`src/design/assert_macros.svh`:
```
// ----------------------------------------------------------------------------
// Assertion macros
// Shared concurrent assertion forms, clocked on clock and held off in reset.
// ----------------------------------------------------------------------------
`ifndef ASSERT_MACROS_SVH
`define ASSERT_MACROS_SVH

// Same-cycle implication: whenever cond holds, prop must hold too.
`define SFPWD_ASSERT_IMPLIES(label, cond, prop) \
   label: assert property (@(posedge clock) disable iff (reset) (cond) |-> (prop)) \
      else $error("same-cycle implication violated");

// Next-cycle implication: whenever cond holds, prop must hold in the next cycle.
`define SFPWD_ASSERT_NEXT(label, cond, prop) \
   label: assert property (@(posedge clock) disable iff (reset) (cond) |=> (prop)) \
      else $error("next-cycle implication violated");

`endif

```
`src/design/sfpwd_pkg.sv`:
```
// ----------------------------------------------------------------------------
// sfpwd_pkg
// Types and constants shared by the frame parser, decoder and top level.
// ----------------------------------------------------------------------------
package sfpwd_pkg;

   localparam logic [7:0] HDR_FIRST    = 8'hEF;
   localparam logic [7:0] HDR_SECOND   = 8'hDD;
   localparam logic [7:0] CMD_EVENT    = 8'd12;
   localparam logic [7:0] CMD_SETTINGS = 8'd8;
   localparam logic [7:0] EVT_WEIGHT   = 8'd5;
   localparam logic [7:0] EVT_WRAPPED  = 8'd11;
   localparam int         SIGN_BIT     = 1;
   localparam int         BODY_KEEP    = 9;

   localparam logic [6:0] BATTERY_MAX  = 7'd100;

   localparam logic       KIND_WEIGHT  = 1'b0;
   localparam logic       KIND_BATTERY = 1'b1;

   // A completed frame as handed from the parser to the decoder.
   typedef struct packed {
      logic [7:0]                 command;
      logic [7:0]                 length;
      logic [BODY_KEEP-1:0][7:0]  body;
      logic                       tenth_sign;
   } frame_type;

   typedef struct packed {
      logic        report_kind;
      logic [31:0] weight_raw;
      logic [2:0]  decimal_places;
      logic        weight_negative;
      logic [6:0]  battery_level;
   } result_type;

   // 4000 scaled by ten to the number of decimal places.
   function automatic logic [31:0] weight_limit(input logic [2:0] dec);
      logic [31:0] lim;
      unique case (dec)
         3'd2:    lim = 32'd400000;
         3'd3:    lim = 32'd4000000;
         3'd4:    lim = 32'd40000000;
         default: lim = 32'd40000;
      endcase
      return lim;
   endfunction

endpackage

```
`src/design/sfpwd_parser.sv`:
```
// ----------------------------------------------------------------------------
// sfpwd_parser
// Byte-wise framing state machine with body capture and a frame register.
// ----------------------------------------------------------------------------
module sfpwd_parser (
   input  logic                  clock,
   input  logic                  reset,
   input  logic                  byte_accept,
   input  logic [7:0]            data_byte,
   input  logic                  frame_take,
   output sfpwd_pkg::frame_type  frame,
   output logic                  frame_valid
);

   localparam logic [1:0] PH_HUNT    = 2'd0;
   localparam logic [1:0] PH_COMMAND = 2'd1;
   localparam logic [1:0] PH_LENGTH  = 2'd2;
   localparam logic [1:0] PH_BODY    = 2'd3;

   logic [1:0]  phase_ff, phase_in;
   logic        prev_start_ff, prev_start_in;
   logic [7:0]  command_ff, command_in;
   logic [7:0]  length_ff, length_in;
   logic [7:0]  count_ff, count_in;
   logic [sfpwd_pkg::BODY_KEEP-1:0][7:0] body_ff, body_in;
   logic        tenth_ff, tenth_in;
   logic        done;

   sfpwd_pkg::frame_type frame_ff, frame_in;
   logic                 frame_valid_ff, frame_valid_in;

   always_comb begin
      phase_in      = phase_ff;
      prev_start_in = prev_start_ff;
      command_in    = command_ff;
      length_in     = length_ff;
      count_in      = count_ff;
      body_in       = body_ff;
      tenth_in      = tenth_ff;
      done          = 1'b0;
      if (byte_accept) begin
         unique case (phase_ff)
            PH_HUNT: begin
               if (prev_start_ff && data_byte == sfpwd_pkg::HDR_SECOND) begin
                  prev_start_in = 1'b0;
                  phase_in      = PH_COMMAND;
               end else begin
                  prev_start_in = (data_byte == sfpwd_pkg::HDR_FIRST);
               end
            end
            PH_COMMAND: begin
               command_in = data_byte;
               phase_in   = PH_LENGTH;
            end
            PH_LENGTH: begin
               length_in = data_byte;
               count_in  = '0;
               phase_in  = PH_BODY;
            end
            default: begin
               if (count_ff < 8'(sfpwd_pkg::BODY_KEEP)) begin
                  body_in[count_ff[3:0]] = data_byte;
               end
               if (count_ff == 8'(sfpwd_pkg::BODY_KEEP)) begin
                  tenth_in = data_byte[sfpwd_pkg::SIGN_BIT];
               end
               if (count_ff >= length_ff) begin
                  done          = 1'b1;
                  phase_in      = PH_HUNT;
                  prev_start_in = 1'b0;
                  count_in      = '0;
               end else begin
                  count_in = count_ff + 8'd1;
               end
            end
         endcase
      end
   end

   // The frame register holds a completed frame until the decoder side takes it.
   always_comb begin
      frame_in       = frame_ff;
      frame_valid_in = frame_valid_ff;
      if (done) begin
         frame_in.command    = command_ff;
         frame_in.length     = length_ff;
         frame_in.body       = body_in;
         frame_in.tenth_sign = tenth_in;
         frame_valid_in      = 1'b1;
      end else if (frame_take) begin
         frame_valid_in = 1'b0;
      end
   end

   always_ff @(posedge clock) begin
      if (reset) begin
         phase_ff       <= PH_HUNT;
         prev_start_ff  <= 1'b0;
         command_ff     <= '0;
         length_ff      <= '0;
         count_ff       <= '0;
         frame_valid_ff <= 1'b0;
      end else begin
         phase_ff       <= phase_in;
         prev_start_ff  <= prev_start_in;
         command_ff     <= command_in;
         length_ff      <= length_in;
         count_ff       <= count_in;
         frame_valid_ff <= frame_valid_in;
      end
   end

   always_ff @(posedge clock) begin
      body_ff  <= body_in;
      tenth_ff <= tenth_in;
      frame_ff <= frame_in;
   end

   assign frame       = frame_ff;
   assign frame_valid = frame_valid_ff;

endmodule

```
`src/design/sfpwd_decode.sv`:
```
// ----------------------------------------------------------------------------
// sfpwd_decode
// Turns a completed frame into a weight or battery report.
// ----------------------------------------------------------------------------
module sfpwd_decode (
   input  sfpwd_pkg::frame_type   frame,
   output logic                   hit,
   output sfpwd_pkg::result_type  result
);

   logic        is_event, is_settings, plain, wrapped, short_payload, neg;
   logic [7:0]  w0, w1, w2, w3, unit;
   logic [2:0]  dec;
   logic [31:0] be, le;
   logic [6:0]  batt7;

   always_comb begin
      is_event    = (frame.command == sfpwd_pkg::CMD_EVENT);
      is_settings = (frame.command == sfpwd_pkg::CMD_SETTINGS);
      plain       = (frame.body[0] == sfpwd_pkg::EVT_WEIGHT);
      wrapped     = (frame.body[0] == sfpwd_pkg::EVT_WRAPPED) && (frame.length >= 8'd3)
                    && (frame.body[3] == sfpwd_pkg::EVT_WEIGHT);

      // Six payload bytes are needed from the decode offset.
      if (wrapped) begin
         w0            = frame.body[4];
         w1            = frame.body[5];
         w2            = frame.body[6];
         w3            = frame.body[7];
         unit          = frame.body[8];
         neg           = frame.tenth_sign;
         short_payload = (frame.length < 8'd9);
      end else begin
         w0            = frame.body[1];
         w1            = frame.body[2];
         w2            = frame.body[3];
         w3            = frame.body[4];
         unit          = frame.body[5];
         neg           = frame.body[6][sfpwd_pkg::SIGN_BIT];
         short_payload = (frame.length < 8'd6);
      end

      dec = (unit >= 8'd1 && unit <= 8'd4) ? unit[2:0] : 3'd1;
      be  = {w0, w1, w2, w3};
      le  = {w3, w2, w1, w0};

      batt7 = frame.body[0][6:0];
      if (batt7 > sfpwd_pkg::BATTERY_MAX) begin
         batt7 = sfpwd_pkg::BATTERY_MAX;
      end

      hit    = (is_event && (plain || wrapped)) || is_settings;
      result = '{report_kind: sfpwd_pkg::KIND_WEIGHT, weight_raw: 32'd0,
                 decimal_places: 3'd1, weight_negative: 1'b0, battery_level: 7'd0};
      if (is_settings) begin
         result.report_kind   = sfpwd_pkg::KIND_BATTERY;
         result.battery_level = batt7;
      end else if (!short_payload) begin
         result.weight_raw      = (be <= sfpwd_pkg::weight_limit(dec)) ? be : le;
         result.decimal_places  = dec;
         result.weight_negative = neg;
      end
   end

endmodule

```
`src/design/scale_frame_parser_weight_decode_top.sv`:
```
// ----------------------------------------------------------------------------
// scale_frame_parser_weight_decode_top
// Scale notification frame parser with weight and battery decoding.
// ----------------------------------------------------------------------------
// The block takes one stream byte per request and accepts a byte in every
// cycle unless it stalls as described below. It hunts for the header EF DD,
// then takes a command byte, a length byte L and L+1 body bytes; the first
// nine body bytes and the sign bit of the tenth are kept. When the last body
// byte of a frame arrives, the completed frame is held in a frame register.
// An event frame (command 12) whose body carries a weight event, or a
// settings frame (command 8), is then decoded by short combinational logic
// and placed in the result register; a report thus passes through the frame
// register and the result register to the result side. Every other byte and
// frame gives no report. The sustained rate of one byte a cycle is set by
// the framing state machine, which updates once per byte; the frame register
// holds one frame and the result register one report, so requests keep
// flowing while a report waits to be taken and stall only when both are full.
// report_kind travels on rsp_tuser; a battery report carries weight_raw 0,
// one decimal place and a clear sign, and a weight report battery level 0.
`include "assert_macros.svh"

module scale_frame_parser_weight_decode_top (
   input  logic        clock,
   input  logic        reset,
   // Request side: tdata = data_byte[7:0].
   input  logic        req_tvalid,
   output logic        req_tready,
   input  logic [7:0]  req_tdata,
   // Result side: tdata = weight_raw[31:0], decimal_places[34:32],
   // weight_negative[35], battery_level[42:36], zero fill[47:43].
   output logic        rsp_tvalid,
   input  logic        rsp_tready,
   output logic [47:0] rsp_tdata,
   // Result side: tuser = report_kind[0].
   output logic        rsp_tuser
);

   sfpwd_pkg::frame_type  frame;
   sfpwd_pkg::result_type decoded;
   logic                  frame_valid;
   logic                  hit;
   logic                  byte_accept;
   logic                  out_ready;

   sfpwd_pkg::result_type rsp_data_ff, rsp_data_in;
   logic                  rsp_valid_ff, rsp_valid_in;

   // The result register can load whenever it is empty or being emptied.
   assign out_ready   = !rsp_valid_ff || rsp_tready;
   // A new byte can always be taken unless a finished frame is stuck behind
   // a full result register.
   assign req_tready  = !frame_valid || out_ready;
   assign byte_accept = req_tvalid && req_tready;

   sfpwd_parser u_parser (
      .clock       (clock),
      .reset       (reset),
      .byte_accept (byte_accept),
      .data_byte   (req_tdata),
      .frame_take  (out_ready),
      .frame       (frame),
      .frame_valid (frame_valid)
   );

   sfpwd_decode u_decode (
      .frame  (frame),
      .hit    (hit),
      .result (decoded)
   );

   always_comb begin
      rsp_valid_in = rsp_valid_ff;
      rsp_data_in  = rsp_data_ff;
      if (out_ready) begin
         rsp_valid_in = frame_valid && hit;
         rsp_data_in  = decoded;
      end
   end

   always_ff @(posedge clock) begin
      if (reset) begin
         rsp_valid_ff <= 1'b0;
      end else begin
         rsp_valid_ff <= rsp_valid_in;
      end
   end

   always_ff @(posedge clock) begin
      rsp_data_ff <= rsp_data_in;
   end

   assign rsp_tvalid = rsp_valid_ff;
   assign rsp_tuser  = rsp_data_ff.report_kind;
   assign rsp_tdata  = {5'd0, rsp_data_ff.battery_level, rsp_data_ff.weight_negative,
                        rsp_data_ff.decimal_places, rsp_data_ff.weight_raw};

   // A reported decimal count always lies in the range one to four.
   `SFPWD_ASSERT_IMPLIES(a_dec_range, rsp_valid_ff,
      rsp_data_ff.decimal_places >= 3'd1 && rsp_data_ff.decimal_places <= 3'd4)
   // Battery reports are clamped and carry no weight.
   `SFPWD_ASSERT_IMPLIES(a_batt_clean, rsp_valid_ff && rsp_data_ff.report_kind,
      rsp_data_ff.battery_level <= 7'd100 && rsp_data_ff.weight_raw == 32'd0)
   // Weight reports carry no battery level.
   `SFPWD_ASSERT_IMPLIES(a_weight_clean, rsp_valid_ff && !rsp_data_ff.report_kind,
      rsp_data_ff.battery_level == 7'd0)
   // With both registers full, no byte may be taken.
   `SFPWD_ASSERT_IMPLIES(a_full_stall, frame_valid && rsp_valid_ff && !rsp_tready,
      !req_tready)
   // A completed frame that cannot move on is kept for the next cycle.
   `SFPWD_ASSERT_NEXT(a_frame_held, frame_valid && !out_ready, frame_valid)

endmodule
```
`config.mk`:
```
export PLATFORM = sky130hd
export DESIGN_NAME = scale_frame_parser_weight_decode_top
export DESIGN_NICKNAME = d
export VERILOG_FILES = /design/src/design/sfpwd_pkg.sv /design/src/design/sfpwd_parser.sv /design/src/design/sfpwd_decode.sv /design/src/design/scale_frame_parser_weight_decode_top.sv
export VERILOG_INCLUDE_DIRS = /design/src /design/src/design
export SDC_FILE = /design/constraint.sdc
export NUM_CORES = 1
export LEC_CHECK = 0
export ABC_AREA = 1
export BUFFER_PORTS_ARGS = -buffer_cell sky130_fd_sc_hd__clkbuf_2
export CORE_ASPECT_RATIO = 0.7
export CORE_MARGIN = 3
export CORE_UTILIZATION = 38
export DETAILED_ROUTE_END_ITERATION = 6
export GPL_TIMING_DRIVEN = 0
export PLACE_DENSITY = 0.63
export SLEW_MARGIN = 20
export SYNTH_ARGS = -nofsm -noshare
export SYNTH_HDL_FRONTEND = slang
export SYNTH_HIERARCHICAL = 1
export SYNTH_SLANG_ARGS = --single-unit
export TNS_END_PERCENT = 100
```
`constraint.sdc`:
```
create_clock -name clock -period 3.6 [get_ports clock]
set_input_delay 0.54 -clock clock [delete_from_list [all_inputs] [get_ports clock]]
set_output_delay 0.54 -clock clock [all_outputs]
set_load 0.05 [all_outputs]
```
# ---- Word level (Yosys, flattened, before mapping)
# Cells that the tools add are included.
dict set report op_classes {
  add_sub_neg 1
  n_eq_ne 14
  magnitude_cmp 11
  n_reduce_logical 28
  mux 36
  n_bitwise 3
}
# op n
set op_table {}
lappend op_table {{72-bit 2-to-1 mux} 3}
lappend op_table {{32-bit 2-to-1 mux} 3}
lappend op_table {{26-bit case mux with 3 select lines} 1}
lappend op_table {{72-bit bitwise mux} 1}
lappend op_table {{8-bit 2-to-1 mux} 7}
lappend op_table {{8-bit demux with 4-bit select} 1}
lappend op_table {{8-bit by 4-bit == test with 1-bit output, second input constant} 4}
lappend op_table {{32-bit less-or-equal comparator} 1}
lappend op_table {{8-bit by 3-bit == test with 1-bit output, second input constant} 2}
lappend op_table {{8-bit == test, second input constant} 2}
lappend op_table {{8-bit by 4-bit less-than comparator with 1-bit output, second input constant} 2}
lappend op_table {{8-bit case mux with 2 select lines} 1}
lappend op_table {{1-bit 2-to-1 mux} 13}
lappend op_table {{8-bit by 1-bit adder with 8-bit output, second input constant} 1}
lappend op_table {{8-bit by 1-bit greater-or-equal comparator with 1-bit output, second input constant} 1}
lappend op_table {{8-bit by 2-bit greater-or-equal comparator with 1-bit output, second input constant} 1}
lappend op_table {{8-bit greater-or-equal comparator} 1}
lappend op_table {{8-bit by 3-bit less-or-equal comparator with 1-bit output, second input constant} 1}
lappend op_table {{1-bit logical AND} 8}
lappend op_table {{8-bit by 3-bit less-than comparator with 1-bit output, second input constant} 1}
lappend op_table {{2-bit OR reduction} 4}
lappend op_table {{7-bit > comparator, second input constant} 1}
lappend op_table {{7-bit 2-to-1 mux} 1}
lappend op_table {{3-bit by 2-bit == test with 1-bit output, second input constant} 2}
lappend op_table {{19 further kinds} 30}
dict set report totals {
  word_cells 128
  in_bits 12
  regBits 235
}

# ---- Longest topological paths before layout
dict set report logic_depth {
  depth_word 13
  ltp_mapped 26
  ltp_nobuf 25
}

# ---- Modules after synthesis
# Netlist, hierarchy kept.
# mod seq_area_each_um2 n_inst cells_per_inst area_per_inst_um2
set by_module_without_submodules {}
lappend by_module_without_submodules {sfpwd_parser 4694.5 1 540 6656.4}
lappend by_module_without_submodules {sfpwd_decode 0.0 1 447 2277.2}
lappend by_module_without_submodules {scale_frame_parser_weight_decode_top 1341.3 1 58 1422.6}

# ---- Worst setup path after synthesis
# Ideal clock, no wire load.
dict set report synth_path {
  path_type {reg-to-reg}
  startpoint {register rsp_valid_ff (netlist: rsp_tvalid)}
  endpoint {register u_parser.frame_ff (netlist bit u_parser/frame[0]) (enable)}
  t_arrival_ps 3011
  setup_slack_ps 147
  path_stages_with_launch 8
  setup_ps 443
  cell_sequence {dfxtp_1 nand3_2 nand2_1 inv_1 nand2_2 inv_2 nand2_1 inv_1}
}
dict set report synth_via {
  elab_chain_len 5
}
# item line_no
set synth_lines {}
lappend synth_lines {{start, declared} scale_frame_parser_weight_decode_top.sv:46} ;# logic rsp_valid_ff, rsp_valid_in;
lappend synth_lines {{start signal, assigned} scale_frame_parser_weight_decode_top.sv:84} ;# rsp_valid_ff <= rsp_valid_in;
lappend synth_lines {{1-bit zero test} scale_frame_parser_weight_decode_top.sv:49} ;# assign out_ready = !rsp_valid_ff || rsp_tready;
lappend synth_lines {{1-bit logical OR} scale_frame_parser_weight_decode_top.sv:49}
lappend synth_lines {{1-bit logical OR} scale_frame_parser_weight_decode_top.sv:52} ;# assign req_tready = !frame_valid || out_ready;
lappend synth_lines {{via req_tready} scale_frame_parser_weight_decode_top.sv:27} ;# output logic req_tready,
lappend synth_lines {{1-bit logical AND} scale_frame_parser_weight_decode_top.sv:53} ;# assign byte_accept = req_tvalid && req_tready;
lappend synth_lines {{via byte_accept} scale_frame_parser_weight_decode_top.sv:42} ;# logic byte_accept;
lappend synth_lines {{1-bit 2-to-1 mux} sfpwd_parser.sv:41} ;# if (byte_accept) begin
lappend synth_lines {{via u_parser.done} sfpwd_parser.sv:27} ;# logic done;
lappend synth_lines {{end signal, assigned} sfpwd_parser.sv:116} ;# frame_ff <= frame_in;
lappend synth_lines {{end, declared} sfpwd_parser.sv:29} ;# sfpwd_pkg::frame_type frame_ff, frame_in;
# The timed path passes the listed nets, and every way through them passes these cells.
# A chain may end at the register's enable or synchronous reset.

# ---- Final worst setup path
dict set report layout_path {
  startpoint {register u_parser.frame_ff (netlist bit u_parser/frame[5])}
  endpoint {register rsp_data_ff (netlist bit rsp_tdata[13]) (data pin)}
}
dict set report layout_via {
  elab_chain_len 13
  elab_cells_between_ends 22
}
# item line_no
set layout_lines {}
lappend layout_lines {{8-bit by 4-bit == test with 1-bit output *} sfpwd_decode.sv:21} ;# wrapped = (frame.body[0] == sfpwd_pkg::EVT_WRAPPED) && (frame.length >= 8'd3)
lappend layout_lines {{1-bit logical AND *} sfpwd_decode.sv:21}
lappend layout_lines {{1-bit logical AND *} sfpwd_decode.sv:22} ;# && (frame.body[3] == sfpwd_pkg::EVT_WEIGHT);
lappend layout_lines {{8-bit 2-to-1 mux} sfpwd_decode.sv:25} ;# if (wrapped) begin
lappend layout_lines {{8-bit by 1-bit greater-or-equal comparator with 1-bit output / 8-bit by 3-bit less-or-equal comparator with 1-bit output (equally long branches)} sfpwd_decode.sv:43} ;# dec = (unit >= 8'd1 && unit <= 8'd4) ? unit[2:0] : 3'd1;
lappend layout_lines {{1-bit logical AND} sfpwd_decode.sv:43}
lappend layout_lines {{3-bit 2-to-1 mux} sfpwd_decode.sv:43}
lappend layout_lines {{3-bit == test / 3-bit by 2-bit == test with 1-bit output (equally long branches)} sfpwd_pkg.sv:40} ;# unique case (dec)
lappend layout_lines {{26-bit case mux with 3 select lines} sfpwd_pkg.sv:40}
lappend layout_lines {{32-bit 2-to-1 mux} sfpwd_decode.sv:58} ;# end else if (!short_payload) begin
lappend layout_lines {{32-bit 2-to-1 mux} sfpwd_decode.sv:55} ;# if (is_settings) begin
lappend layout_lines {{32-bit less-or-equal comparator} sfpwd_decode.sv:59} ;# result.weight_raw = (be <= sfpwd_pkg::weight_limit(dec)) ? be : le;
lappend layout_lines {{32-bit 2-to-1 mux} sfpwd_decode.sv:59}
lappend layout_lines {{end signal, assigned} scale_frame_parser_weight_decode_top.sv:89} ;# rsp_data_ff <= rsp_data_in;
lappend layout_lines {{end, declared} scale_frame_parser_weight_decode_top.sv:45} ;# sfpwd_pkg::result_type rsp_data_ff, rsp_data_in;
# Every way passes the cells marked *; elsewhere a longest branch is shown, timed or not. The select of a mux whose other input is x is not followed.

==> impl_metrics.csv <==
group,metric,value,unit
status,status,"finished clean",
final_layout,antenna_cells,0,
final_layout,nFillCells,2395,
critical_path,reg2reg_slack,100,ps
critical_path,crit_path_end_kind,"register",
final_layout,ff_latch_area,6040,µm²
timing,hold_viol,0,
timing,setup_tns,0,ps
route,route.met3.wl,1.43,mm
route,wl_met2,10.9,mm
critical_path,critPathMaxFanout,7,
route,initialDrtViolationCount,633,
die,ios,63,
timing,fmax,0.285,GHz
final_layout,layoutNonFillerInstCount,1549,
timing,setup_viol,0,
route,drc,0,
worst_hold_path,hold-path-cell-count,2,
run,maxCapViolations,0,
cts,clk_pin_slew,60,ps
final_layout,syn2layout_area_growth,23.4,%
synthesis,avgSynthCellArea,9.91,µm²
placement,io_buffers,57,
route,highest_layer,"met4",
synthesis,synth_top_cell_by_area,"edfxtp_1",
cts,cts_tree,"yes",
critical_path,slowest_delay,430,ps
critical_path,r2r_end,"rsp_tdata[13]",
route,routedWlPerCell,15.6,µm
final_layout,drive_above_1_share,26.8,%
timing,fin_crit,3500,ps
synthesis,ys_types,41,
cts,clkLatencyLatePin,510,ps
global_routing,grt_max_degree,47,
synthesis,ys_seq_area_share,58.3,%
critical_path,critPathKind,"reg2reg",
route,firstDrtPassIters,5,
synthesis,netlist_instances,1045,
final_layout,nNetsFinal,1220,
synthesis,syn-cell-area,10400,µm²
critical_path,slowest_stage,"edfxtp_1",
route,routed_wl,24.2,mm
cts,clockBufferDepth,3,
synthesis,netlist_top_cells_area,"edfxtp_1, dfxtp_1, nand2_1",
global_routing,grt_pass1_wl,37.9,mm
synthesis,ys.flop_type,"edfxtp_1",
die,die-height,144,µm
global_routing,grt_pass1_vias,7011,
timing,worst_pin_slew,917,ps
global_routing,grt_remaining_overflow,0,
placement,pre_cts_ws,-723,ps
critical_path,crit_required,3860,ps
cts,clock_tree.root_cell,"clkbuf_16",
synthesis,synth-async-reset-ratio,0,%
synthesis,ys_ff_latch,235,
die,row_count,49,
global_routing,grt_antenna_before_repair,0,
power,power.density,437,nW/µm²
die,initial_core_util,39.5,%
cts,cts_made_buffers,24,
critical_path,start_kind,"register",
final_layout,multi_input_area,3910,µm²
global_routing,grt_usage,16.3,%
route,wl_met1,11.4,mm
worst_hold_path,hold_path.startpoint,"reset",
timing,rsz0062_at_grt,"true",
timing,min_period_over_period,97.3,%
synthesis,netlist.area_leader.share,38.6,%
power,p_leak,0.00512,µW
critical_path,r2r_start,"u_parser/frame[5]",
die,fp.coreArea,26200,µm²
cts,ctsHoldBuffers,0,
timing,worst_slack,96.6,ps
die,dieArea,29300,µm²
placement,dp_hpwl,17.0,mm
critical_path,rr_worst_depth,22,
placement,gp_congestion,0.891,
worst_hold_path,whs_endpoint,"rsp_tvalid",
placement,placedCellCount,1465,
route,num_vias,7486,
worst_hold_path,hold_path.class,"in2reg",
critical_path,path_cells,"nor2_4 -> nand2_4 -> nor2_2 -> nand4_1 -> buf_6 -> o21ai_4 -> buf_6 -> nand3_4 -> nor2_4 -> inv_4 -> ha_1 -> a21o_1 -> a21oi_2 -> o211ai_1 -> nand3_1 -> nand2_1 -> inv_2 -> nand2_4 -> buf_8 -> buf_12 -> a21oi_4 -> nor2_2",
timing,slew_headroom,38.9,%
route,via_per_inst,4.83,
timing,fin_worst_skew,19.4,ps
cts,h-tree-depth,1,
cts,clkSinkCount,235,
power,ir_worst_vdd,0.306,mV
critical_path,cp.arrival,3760,ps
die,chipWidth,203,µm
synthesis,yosysWarningCount,6,
synthesis,synth_edf_count,133,
timing,slew_violations,0,
route,ant_nets,0,
## cell usage in the layout, fill, tap and decap left out, types with 7 or more instances in the layout
| cell type | instances |
|---|---|
| inv_2 | 17 |
| o21ai_2 | 19 |
| dfxtp_1 | 102 |
| inv_1 | 103 |
| buf_8 | 7 |
| clkbuf_2 | 57 |
| nand3_4 | 13 |
| buf_4 | 41 |
| nor2_2 | 17 |
| o21ai_0 | 22 |
| nor3_1 | 7 |
| o21ai_1 | 68 |
| edfxtp_1 | 133 |
| a21oi_1 | 36 |
| clkbuf_1 | 16 |
| nand2_2 | 15 |
| or2_2 | 8 |
| buf_6 | 17 |
| a21oi_2 | 24 |
| clkbuf_16 | 28 |
| nor2_1 | 67 |
| nand3_1 | 53 |
| nand2_1 | 194 |
| nand4_1 | 14 |
| nor2_4 | 7 |
| ha_1 | 28 |
## sequential cells by signal (all words and copies together), names as in the netlist
register / count
rsp_tdata: 43
rsp_tuser: 1
rsp_tvalid: 1
u_parser/body_ff: 72
u_parser/command_ff: 8
u_parser/count_ff: 8
u_parser/frame: 89
u_parser/frame_valid: 1
u_parser/length_ff: 8
u_parser/phase_ff: 2
u_parser/prev_start_ff: 1
u_parser/tenth_ff: 1
## per-layer routing
layer | vias up | GRT usage (%)
li1 | 3752 | -
met3 | 40 | 2.07
met1 | 3490 | 23.7
met5 | - | 0
met2 | 204 | 25.9
met4 | 0 | 4.60
## through the flow
stage / area, µm² / power (µW) / hold slack, ps / utilization (%)
after floorplan: 10400 / 3050 / 403 / -
after global placement: 11100 / 3110 / 410 / 42.3
after detailed placement: 11100 / 3110 / 410 / 42.5
after CTS: 12200 / 5640 / 227 / 46.4
after global routing: 12800 / 5780 / 239 / 48.7
final: 12800 / 5590 / 249 / 48.7
## critical path, delay by kind of cell, from the launching register on
kind | cells | cell delay [ps]
buffers and inverters | 6 | 740
and+or+nand+nor | 10 | 1080
AOI/OAI and AO/OA | 5 | 770
adders and majority gates | 1 | 200
DFF | 1 | 430
## repair_timing
action / CTS / global route
pin swaps: 8 / 38
buffers inserted: 12 / 25
resized for setup: 39 / 91
endpoints found under the setup margin: 32 / 32
gates cloned: 0 / 4
## Yosys cell counts (all sizes together), types with 5 or more instances
| library cell | number |
|---|---|
| a21oi | 66 |
| buf | 31 |
| clkbuf | 12 |
| dfxtp | 102 |
| edfxtp | 133 |
| ha | 33 |
| inv | 125 |
| nand2 | 214 |
| nand3 | 68 |
| nand4 | 14 |
| nor2 | 93 |
| nor3 | 11 |
| o21ai | 113 |
| or2 | 9 |
| xor2 | 5 |
## kinds of logic (layout without fill, tap and decap cells)
family | Yosys count | after routing | share of synthesized area, %
other cells | 1 | 5 | 0.0362
fa+ha+maj | 33 | 33 | 3.99
buf+inv | 169 | 312 | 7.70
xor+xnor | 5 | 5 | 0.423
compound gates | 189 | 189 | 10.6
mux | 1 | 1 | 0.0967
simple gates | 412 | 412 | 18.8
flops | 235 | 235 | 58.3
## worst max-delay path by stage
stage	slack, ps	endpoint	startpoint
floorplan	150	u_parser/frame[0]	rsp_tvalid
global placement	-820	u_parser/frame[13]	u_parser/count_ff[0]
detailed placement	-720	rsp_tdata[13]	u_parser/frame[31]
CTS	8	rsp_tdata[13]	u_parser/frame[7]
global route	-70	rsp_tdata[13]	u_parser/frame[5]
finish	100	rsp_tdata[13]	u_parser/frame[5]
## power by group
| group | switching (µW) | internal [µW] |
|---|---|---|
| Combinational | 135 | 56.9 |
| Clock | 967 | 1560 |
| Sequential | 17.1 | 2850 |
| Total | 1120 | 4470 |
## area by class of cell
type,instances,share of cell area (%)
well taps,357,3.50
flip-flops and latches,235,47.2
clock buffers,35,5.50
inverters,126,3.81
plain buffers,43,3.05
multi-input cells,645,30.6
clock inverters,8,0.881
repair buffers,100,5.45
Power figures use the tool's default switching activity.
